## src/swfp_pkg.sv

```systemverilog
`timescale 1ns / 1ps
// Package for the sync word frame parser.
// Holds the sync byte values, hunt and frame positions, and the result type.
package swfp_pkg;

   localparam logic [7:0] SYNC_FIRST  = 8'h55;
   localparam logic [7:0] SYNC_SECOND = 8'hAA;

   localparam int unsigned POS_W = 4;

   // Sync progress codes while hunting.
   localparam logic [POS_W-1:0] HUNT_IDLE     = 4'd0;
   localparam logic [POS_W-1:0] HUNT_GOT_55   = 4'd1;
   localparam logic [POS_W-1:0] HUNT_GOT_PAIR = 4'd2;
   localparam logic [POS_W-1:0] HUNT_GOT_55B  = 4'd3;

   // Byte positions of the high bytes of the kept words inside a frame.
   localparam logic [POS_W-1:0] POS_X_HI      = 4'd5;
   localparam logic [POS_W-1:0] POS_Y_HI      = 4'd7;
   localparam logic [POS_W-1:0] POS_WIDTH_HI  = 4'd9;
   localparam logic [POS_W-1:0] POS_HEIGHT_HI = 4'd11;

   typedef struct packed {
      logic [15:0] obj_x;
      logic [15:0] obj_y;
      logic [15:0] obj_width;
      logic [15:0] obj_height;
   } obj_type;

endpackage

```

## src/swfp_parse.sv

```systemverilog
`timescale 1ns / 1ps
// Parser core: sync hunt, frame byte counter and word assembly.
// Depends on swfp_pkg.
module swfp_parse
   import swfp_pkg::*;
(
   input  logic        clock,
   input  logic        reset,
   input  logic        fire,
   input  logic [7:0]  rx_byte,
   output logic        emit,
   output obj_type     obj
);

   logic             in_frame_ff, in_frame_in;
   logic [POS_W-1:0] pos_ff, pos_in;
   logic [7:0]       low_ff, low_in;
   logic [15:0]      held_x_ff, held_x_in;
   logic [15:0]      held_y_ff, held_y_in;
   logic [15:0]      held_w_ff, held_w_in;
   logic [15:0]      word;

   assign word = {rx_byte, low_ff};
   assign emit = in_frame_ff && (pos_ff == POS_HEIGHT_HI);

   assign obj.obj_x      = held_x_ff;
   assign obj.obj_y      = held_y_ff;
   assign obj.obj_width  = held_w_ff;
   assign obj.obj_height = word;

   always_comb begin
      in_frame_in = in_frame_ff;
      pos_in      = pos_ff;
      low_in      = low_ff;
      held_x_in   = held_x_ff;
      held_y_in   = held_y_ff;
      held_w_in   = held_w_ff;
      if (!in_frame_ff) begin
         case (pos_ff)
            HUNT_IDLE: begin
               pos_in = (rx_byte == SYNC_FIRST) ? HUNT_GOT_55 : HUNT_IDLE;
            end
            HUNT_GOT_55: begin
               pos_in = (rx_byte == SYNC_SECOND) ? HUNT_GOT_PAIR : HUNT_IDLE;
            end
            HUNT_GOT_PAIR: begin
               if (rx_byte == SYNC_FIRST) begin
                  pos_in = HUNT_GOT_55B;
               end else begin
                  // This byte is already the checksum low byte.
                  low_in      = rx_byte;
                  pos_in      = 4'd1;
                  in_frame_in = 1'b1;
               end
            end
            HUNT_GOT_55B: begin
               pos_in      = HUNT_IDLE;
               in_frame_in = (rx_byte == SYNC_SECOND);
            end
            default: begin
               pos_in = HUNT_IDLE;
            end
         endcase
      end else if (pos_ff[0]) begin
         pos_in = pos_ff + 4'd1;
         case (pos_ff)
            POS_X_HI:     held_x_in = word;
            POS_Y_HI:     held_y_in = word;
            POS_WIDTH_HI: held_w_in = word;
            POS_HEIGHT_HI: begin
               in_frame_in = 1'b0;
               pos_in      = HUNT_IDLE;
            end
            default: begin
               // Checksum and signature words are dropped.
            end
         endcase
      end else begin
         low_in = rx_byte;
         pos_in = pos_ff + 4'd1;
      end
   end

   always_ff @(posedge clock) begin
      if (reset) begin
         in_frame_ff <= 1'b0;
         pos_ff      <= HUNT_IDLE;
      end else if (fire) begin
         in_frame_ff <= in_frame_in;
         pos_ff      <= pos_in;
      end
   end

   always_ff @(posedge clock) begin
      if (fire) begin
         low_ff    <= low_in;
         held_x_ff <= held_x_in;
         held_y_ff <= held_y_in;
         held_w_ff <= held_w_in;
      end
   end

endmodule

```

## src/swfp_out.sv

```systemverilog
`timescale 1ns / 1ps
// Result register with valid/stall handshake toward the consumer.
// Depends on swfp_pkg.
module swfp_out
   import swfp_pkg::*;
(
   input  logic    clock,
   input  logic    reset,
   input  logic    load,
   input  obj_type load_obj,
   output logic    free,
   output logic    rsp_valid,
   input  logic    rsp_stall,
   output obj_type rsp_obj
);

   logic    valid_ff, valid_in;
   obj_type obj_ff;

   assign free      = !valid_ff || !rsp_stall;
   assign valid_in  = load || (valid_ff && rsp_stall);
   assign rsp_valid = valid_ff;
   assign rsp_obj   = obj_ff;

   always_ff @(posedge clock) begin
      if (reset) begin
         valid_ff <= 1'b0;
      end else begin
         valid_ff <= valid_in;
      end
   end

   always_ff @(posedge clock) begin
      if (load) begin
         obj_ff <= load_obj;
      end
   end

endmodule

```

## src/sync_word_frame_parser.sv

```systemverilog
`timescale 1ns / 1ps
// Sync word frame parser, top level. rsp_valid rises once the item carrying the
// height high byte has been accepted, has waited in the input register and has
// loaded the result register. Throughput: one item per cycle; the only stall
// comes from a result held by rsp_stall. Synchronous active-high reset returns
// the parser to sync hunting and empties the input and result registers.
module sync_word_frame_parser
   import swfp_pkg::*;
(
   input  logic        clock,
   input  logic        reset,
   input  logic        req_valid,
   output logic        req_stall,
   input  logic [7:0]  req_rx_byte,
   output logic        rsp_valid,
   input  logic        rsp_stall,
   output logic [15:0] rsp_obj_x,
   output logic [15:0] rsp_obj_y,
   output logic [15:0] rsp_obj_width,
   output logic [15:0] rsp_obj_height
);

   // Input register: one received byte waits here for the parser.
   logic       in_vld_ff, in_vld_in;
   logic [7:0] in_byte_ff;

   logic       fire;
   logic       emit;
   logic       out_free;
   obj_type    obj;
   obj_type    rsp_obj;

   // The held byte is consumed unless it completes a frame while the result
   // register is still occupied by a result that the consumer has not taken.
   assign fire      = in_vld_ff && (!emit || out_free);
   assign req_stall = in_vld_ff && !fire;
   assign in_vld_in = (req_valid && !req_stall) || (in_vld_ff && !fire);

   always_ff @(posedge clock) begin
      if (reset) begin
         in_vld_ff <= 1'b0;
      end else begin
         in_vld_ff <= in_vld_in;
      end
   end

   always_ff @(posedge clock) begin
      if (req_valid && !req_stall) begin
         in_byte_ff <= req_rx_byte;
      end
   end

   swfp_parse u_parse (
      .clock   (clock),
      .reset   (reset),
      .fire    (fire),
      .rx_byte (in_byte_ff),
      .emit    (emit),
      .obj     (obj)
   );

   swfp_out u_out (
      .clock     (clock),
      .reset     (reset),
      .load      (fire && emit),
      .load_obj  (obj),
      .free      (out_free),
      .rsp_valid (rsp_valid),
      .rsp_stall (rsp_stall),
      .rsp_obj   (rsp_obj)
   );

   assign rsp_obj_x      = rsp_obj.obj_x;
   assign rsp_obj_y      = rsp_obj.obj_y;
   assign rsp_obj_width  = rsp_obj.obj_width;
   assign rsp_obj_height = rsp_obj.obj_height;

endmodule
```

## config.mk

```make
export PLATFORM = sky130hd
export DESIGN_NAME = sync_word_frame_parser
export DESIGN_NICKNAME = d
export VERILOG_FILES = /design/src/swfp_pkg.sv /design/src/swfp_parse.sv /design/src/swfp_out.sv /design/src/sync_word_frame_parser.sv
export SDC_FILE = /design/constraint.sdc
export NUM_CORES = 1
export LEC_CHECK = 0
export ABC_AREA = 1
export BUFFER_PORTS_ARGS = -buffer_cell sky130_fd_sc_hd__buf_4
export CAP_MARGIN = 20
export CORE_MARGIN = 4
export CORE_UTILIZATION = 35
export CTS_BUF_LIST = sky130_fd_sc_hd__clkbuf_4 sky130_fd_sc_hd__clkbuf_8
export DETAILED_ROUTE_END_ITERATION = 7
export GPL_TIMING_DRIVEN = 1
export PLACE_DENSITY = 0.62
export SKIP_LAST_GASP = 1
export SYNTH_ARGS = -nofsm -noshare
export SYNTH_HDL_FRONTEND = slang
export SYNTH_SLANG_ARGS = --single-unit
```

## constraint.sdc

```tcl
create_clock -name clock -period 6.1 [get_ports clock]
set_input_delay 0.915 -clock clock [delete_from_list [all_inputs] [get_ports clock]]
set_output_delay 0.915 -clock clock [all_outputs]
set_load 0.02 [all_outputs]
```

==> flow_summary.yaml, run 1 <==
status:
  status: "finished clean"
routing:
  vias_per_cell: 4.15
  drc: 0
  antenna_left: 0
  dr.pass1.iters: 4
  drtIter0Drc: 159
  wl_per_cell_um: 14.5
  num_vias: 2135
  wl_mm: 7.44
sta:
  clock_skew_ps: 11.8
  drv_slew: 0
  rsz0062_at_grt: "false"
  hold_viol: 0
  fin_tns_setup_ps: 0
  fmax_mhz: 366
  tightestPinTransition_ps: 904
  timing.slew.headroom_pct: 39.6
  min_period_ps: 2730
  fin_crit_sh_pct: 44.8
  setup_violations: 0
clock_network:
  cts-htree-levels: 4
  post_cts_buffers: 0
  cts_root_buffer: "clkbuf_8"
  cts.sinks: 135
  cts_buffer_depth: 2
  cts_resized: 0
  hold_buffers: 0
  cts.clk_slew.worst_paths_ps: 70
  cts_tree: "built"
  cts_buffers: 17
  clkLatencyLatePin_ps: 420
global_routing:
  grt.total_usage_pct: 10.7
  grt_pass1_wl_mm: 11.7
  grt_pass1_vias: 2225
  grt_start_max_net_pins: 65
  grt-ovfl-total: 0
  antenna_found_initial: 0
power:
  powerDensity_nw_per_um2: 310
  p_sw_uw: 342
  p_int_mw: 1.42
  p_leak_nw: 2.03
  swShare_pct: 19.4
  power_frac_seq_pct: 58.1
  ir_worst_vdd_uv: 119
  p_clk_share_pct: 40.7
  power_frac_comb_pct: 1.2
synth:
  synthArstFlopShare_pct: 0
  netlist-cell-type-count: 18
  yosysWarnings: 0
  ys_ff_latch: 135
  synth_flop_cell: "edfxtp_1"
  synth_area_um2: 4470
  yosysSeqAreaShare_pct: 89.2
  synth_cells: 233
  synth_edf_count: 128
  synth_nets: 249
  syn_area_per_cell_um2: 19.2
min_path:
  hp-class: "flip-flop to flip-flop"
floorplan:
  start_util_pct: 35.6
  die_h_um: 121
  dieArea_um2: 14600
  ios: 78
  die_x_um: 121
  rows: 41
  core-area_um2: 12600
cells_and_area:
  final_layout_size_suffix_gt1_share_pct: 35.4
  finalNetCount: 347
  area_growth_pct: 27.2
  stdcell_count: 514
  insertedDiodeCount: 0
  fillerInstances: 1073
setup_path:
  worstSetupPathType: "flip-flop to primary output"
  cp.required_ps: 5180
  arrival_ps: 1820
  critical_path.endpoint_type: "primary output"
  cp-start-kind: "flip-flop"
  crit_fanout: 6
run:
  cap_violations: 0
placement:
  hpwl_mm: 4.94
  io_buffers: 77
  dp_cells: 484
  gp_congestion: 0.752
==> state kept, by name, summed over array words and instances (netlist names) <==
| signal | cells |
|---|---|
| in_byte_ff | 8 |
| in_vld_ff | 1 |
| u_out.rsp_obj | 64 |
| u_out.rsp_valid | 1 |
| u_parse.held_w_ff | 16 |
| u_parse.held_x_ff | 16 |
| u_parse.held_y_ff | 16 |
| u_parse.in_frame_ff | 1 |
| u_parse.low_ff | 8 |
| u_parse.pos_ff | 4 |
==> Yosys cell counts (all sizes together), types with 2 or more instances <==
library cell	count	area [um^2]
inv	21	78.8
dfxtp	7	140
nand2	28	108
nand3	8	40.0
o21ai	5	25.0
ha	4	50.1
a21oi	6	30.0
nand4	2	27.5
nor3	2	10.0
edfxtp	128	3840
nor2	19	81.3
==> through the flow <==
stage	hold slack [ps]	total power, mW	setup slack, ps	cell area [um^2]	util (%)
6_report	416	1.76	3370	5680	45.2
5_1_grt	420	1.83	3200	5680	45.2
4_1_cts	417	1.78	3330	5680	45.2
3_5_place_dp	405	1.07	3330	5300	42.1
3_3_place_gp	405	1.07	3400	5300	42.1
2_1_floorplan	400	1.05	1770	4470	-
==> per-layer routing <==
| metal | vias to the layer above | wire, um | global-route usage (%) |
|---|---|---|---|
| met1 | 1020 | 3130 | 13.0 |
| met3 | 6 | 467 | 4.29 |
| met4 | 0 | 62 | 4.04 |
| li1 | 1046 | - | - |
| met2 | 63 | 3780 | 17.3 |
| met5 | - | 0 | 0 |
==> worst max-delay path, stage by stage, from the launching register on <==
cell     delay, ps
dfxtp_1        440
ha_1           320
nand4_4        190
nor2_2         160
nand2_1         80
inv_1           80
buf_4          140
==> area by class of cell <==
cell class | count | area, um^2 | share of cell area (%)
Clock buffer | 17 | 234 | 4.12
Tap cell | 172 | 215 | 3.79
Timing Repair Buffer | 79 | 593 | 10.4
Sequential cell | 135 | 3980 | 70.1
Clock inverter | 13 | 155 | 2.73
Inverter | 21 | 78.8 | 1.39
Multi-Input combinational cell | 77 | 424 | 7.46
==> worst paths after layout <==
| kind | from | cells past startpoint | endpoint | slack [ps] |
|---|---|---|---|---|
| worst max-delay path | u_parse.pos_ff[0]$_SDFFE_PP0N_ | 6 | req_stall | 3370 |
| worst min-delay path | u_parse.held_x_ff[11]$_DFFE_PP_ | 0 | u_out.rsp_obj[59]$_DFFE_PP_ | 420 |
| worst max register to register | u_parse.pos_ff[0]$_SDFFE_PP0N_ | 6 | u_parse.held_x_ff[12]$_DFFE_PP_ | 3650 |
| worst min register to register | u_parse.held_x_ff[11]$_DFFE_PP_ | 0 | u_out.rsp_obj[59]$_DFFE_PP_ | 420 |
==> power groups by stage <==
stage	clock network [mW]	logic (mW)	registers (mW)
2_1_floorplan	0	0.0116	1.04
3_3_place_gp	0	0.0205	1.05
3_5_place_dp	0	0.0209	1.05
4_1_cts	0.737	0.0211	1.03
5_1_grt	0.780	0.0239	1.03
6_report	0.718	0.0208	1.03
==> cells in the final DEF (no fill, tap or decap) <==
| master | n |
|---|---|
| edfxtp_1 | 128 |
| bufinv_16 | 3 |
| clkinv_2 | 4 |
| nor2_1 | 12 |
| nand4_1 | 1 |
| clkinvlp_4 | 2 |
| a21oi_1 | 6 |
| nor2_2 | 6 |
| o21bai_4 | 1 |
| buf_4 | 79 |
| nand4_4 | 1 |
| ha_1 | 4 |
| clkinv_1 | 1 |
| nor2_4 | 1 |
| inv_2 | 2 |
| inv_6 | 3 |
| o21ai_0 | 5 |
| nand2_2 | 1 |
| inv_1 | 19 |
| xor2_1 | 1 |
| clkbuf_8 | 17 |
| nor4_2 | 1 |
| dfxtp_1 | 7 |
| nand3_1 | 8 |
| nor3_1 | 2 |
| nand2_1 | 27 |
==> cell families after synthesis <==
group | synth area share [%]
XOR/XNOR | 0.196
buffers and inverters | 1.76
AND/OR/NAND/NOR | 6.10
AO/OA/AOI/OAI | 1.65
adder cells (fa/ha/maj) | 1.12
flip-flops | 89.2
No activity file was read; power rests on OpenSTA's default activity.
==> run 2: changes to the inputs <==
- ABC_AREA: 1 -> 0
- PLACE_DENSITY: 0.62 -> 0.64
- clock period: 6.1 -> 2.4 ns (I/O delays scaled with it)
==> flow_summary.yaml, run 2 <==
synth:
  synth_nets: 218
  yosys-top-cells-count: "edfxtp_1 (128), nor3_1 (9), dfxtp_1 (7), nor2_1 (6)"
  synth_flop_cell: "edfxtp_1"
  yosysWarnings: 0
  netlist-cell-type-count: 38
  synth_most_common_cell: "edfxtp_1"
  yosys-top-cells-area: "edfxtp_1 (87%), dfxtp_1 (3.2%), ha_1 (1.1%)"
  synth_edf_count: 128
  yosysSeqAreaShare_pct: 89.7
  ys_ff_latch: 135
  synth_area_um2: 4440
  synth.largest_area_cell: "edfxtp_1"
  synth_top_area_share_pct: 86.5
  synthArstFlopShare_pct: 0
  syn_area_per_cell_um2: 22.0
  synth_cells: 202
global_routing:
  antenna_found_initial: 0
  grt-ovfl-total: 0
  grt_pass1_vias: 2038
  grt_pass1_wl_mm: 11.5
  grt_start_max_net_pins: 48
  grt.total_usage_pct: 10.9
power:
  powerDensity_nw_per_um2: 785
  p_leak_nw: 1.98
  ir_worst_vdd_uv: 251
sta:
  hold_viol: 0
  tightestPinTransition_ps: 802
  clock_skew_ps: 8.81
  rsz0062_at_grt: "true"
  fin_tns_setup_ps: 0
  fmax_mhz: 440
  drv_slew: 0
  fin_crit_sh_pct: 94.6
  min_period_ps: 2270
  setup_violations: 0
  timing.slew.headroom_pct: 46.4
cells_and_area:
  largest_reg_flops: 64
  stdcell_count: 486
  finalNetCount: 321
  final_common_cell: "edfxtp_1"
  fillerInstances: 1041
  final_layout_size_suffix_gt1_share_pct: 40.6
  insertedDiodeCount: 0
  layout_common_cells: "edfxtp_1 (128), buf_4 (87), clkbuf_8 (17), dfxtp_1 (7), nor3_1 (6)"
  area_growth_pct: 29.4
setup_path:
  crit_chain: "ha_1 > nand4b_1 > nor3_4 > buf_4"
  cp-endpoint: "req_stall"
  crit_fanout: 8
  cp.required_ps: 2040
  worstSetupPathType: "flip-flop to primary output"
  critical_path.endpoint_type: "primary output"
  reg2reg_to: "u_parse.held_w_ff[0]$_DFFE_PP_"
  rr_worst_depth: 5
  cp-start-kind: "flip-flop"
  r2r-start: "u_parse.pos_ff[0]$_SDFFE_PP0N_"
  critPathSlowestCell: "dfxtp_1"
  critPathMaxStageDelay_ps: 460
  arrival_ps: 1910
  rrSetupSlack_ps: 350
  critical_path.startpoint: "u_parse.pos_ff[0]$_SDFFE_PP0N_"
floorplan:
  dieArea_um2: 14600
  start_util_pct: 36.4
  rows: 40
  die_h_um: 121
  ios: 78
  core-area_um2: 12200
  die_x_um: 121
clock_network:
  cts_tree: "built"
  hold_buffers: 0
  clkLatencyLatePin_ps: 420
  cts.clk_slew.worst_paths_ps: 70
  cts_buffer_depth: 2
  cts.sinks: 135
  cts-htree-levels: 4
  cts_root_buffer: "clkbuf_8"
  cts_buffers: 17
routing:
  drc: 0
  num_vias: 2121
  wl_mm: 7.57
  wl_per_cell_um: 15.6
  drtIter0Drc: 158
  dr.pass1.iters: 4
  antenna_left: 0
  vias_per_cell: 4.36
min_path:
  hp-class: "primary input to flip-flop"
placement:
  hpwl_mm: 4.98
  io_buffers: 77
  dp_cells: 453
  gp_congestion: 0.886
run:
  cap_violations: 0
status:
  status: "finished clean"
## run 2: cell types whose count changed after synthesis, sizes merged, moves of 3 or more
cell / previous run / this run
inv: 21 / 4
nor2: 19 / 6
nor3: 2 / 9
a211oi: 0 / 3
nand2: 28 / 4
nand3: 8 / 2
o21ai: 5 / 2
a21oi: 6 / 2
## run 2: cell type report
type / count / area [um^2] / area share, %
multi-input combinational: 59 / 465 / 8.10
inverter: 4 / 15.0 / 0.261
clock buffer: 18 / 241 / 4.20
sequential: 135 / 3980 / 69.3
clock inverter: 14 / 159 / 2.76
tap: 168 / 210 / 3.66
timing repair buffer: 88 / 673 / 11.7
## run 2: through the flow
step           area [um^2]  util, %  worst slack, ps  total power, mW  hold slack [ps]
5_1_grt               5750     47.1            -29.9             4.69             61.9
3_3_place_gp          5330     43.6              236             2.71              401
2_1_floorplan         4470        -             38.5             2.68              400
3_5_place_dp          5330     43.6              142             2.72              405
4_1_cts               5730     47.0             67.3             4.56             75.8
6_report              5750     47.1              129             4.51              114
## run 2: cell families after synthesis
kind of cell	synth area share (%)
AO/OA/AOI/OAI	2.65
XOR/XNOR	0.197
adder cells (fa/ha/maj)	1.13
buffers and inverters	0.901
flip-flops	89.7
AND/OR/NAND/NOR	5.44
## run 2: metal layers
layer	vias to the layer above	track usage [%]	share of wire, %
met4	0	5.74	1.3
met5	-	0	0
li1	1010	-	-
met1	1019	13.7	45
met3	11	4.35	6.2
met2	81	16.4	48
## run 2: how the worst min path moves through the flow
stage | startpoint | end | slack, ps | cells after the start
2_1_floorplan | u_parse.held_w_ff[0]$_DFFE_PP_ | u_out.rsp_obj[16]$_DFFE_PP_ | 400 | 0
3_3_place_gp | u_parse.held_y_ff[13]$_DFFE_PP_ | u_out.rsp_obj[45]$_DFFE_PP_ | 400 | 0
3_5_place_dp | u_parse.held_w_ff[2]$_DFFE_PP_ | u_out.rsp_obj[18]$_DFFE_PP_ | 400 | 0
4_1_cts | req_rx_byte[6] | in_byte_ff[6]$_DFFE_PP_ | 80 | 1
5_1_grt | req_rx_byte[6] | in_byte_ff[6]$_DFFE_PP_ | 60 | 1
6_report | req_rx_byte[6] | in_byte_ff[6]$_DFFE_PP_ | 110 | 1
## run 2: worst max-delay path: cells and delay by family (launching register included)
| kind | cells | cell delay, ps |
|---|---|---|
| simple gates | 2 | 550 |
| flops | 1 | 460 |
| fa+ha+maj | 1 | 290 |
| buf+inv | 1 | 180 |
## run 2: power by group
group | switching [mW] | internal [mW]
Clock | 0.820 | 1.03
Sequential | 0.0290 | 2.58
Combinational | 0.0283 | 0.0287
Total | 0.877 | 3.63
## run 2: repair_timing
| item | CTS | global route |
|---|---|---|
| resized for setup | 1 | 1 |
| endpoints found under the setup margin | 1 | 48 |
| setup buffers | 0 | 1 |
| pin swaps | 0 | 2 |
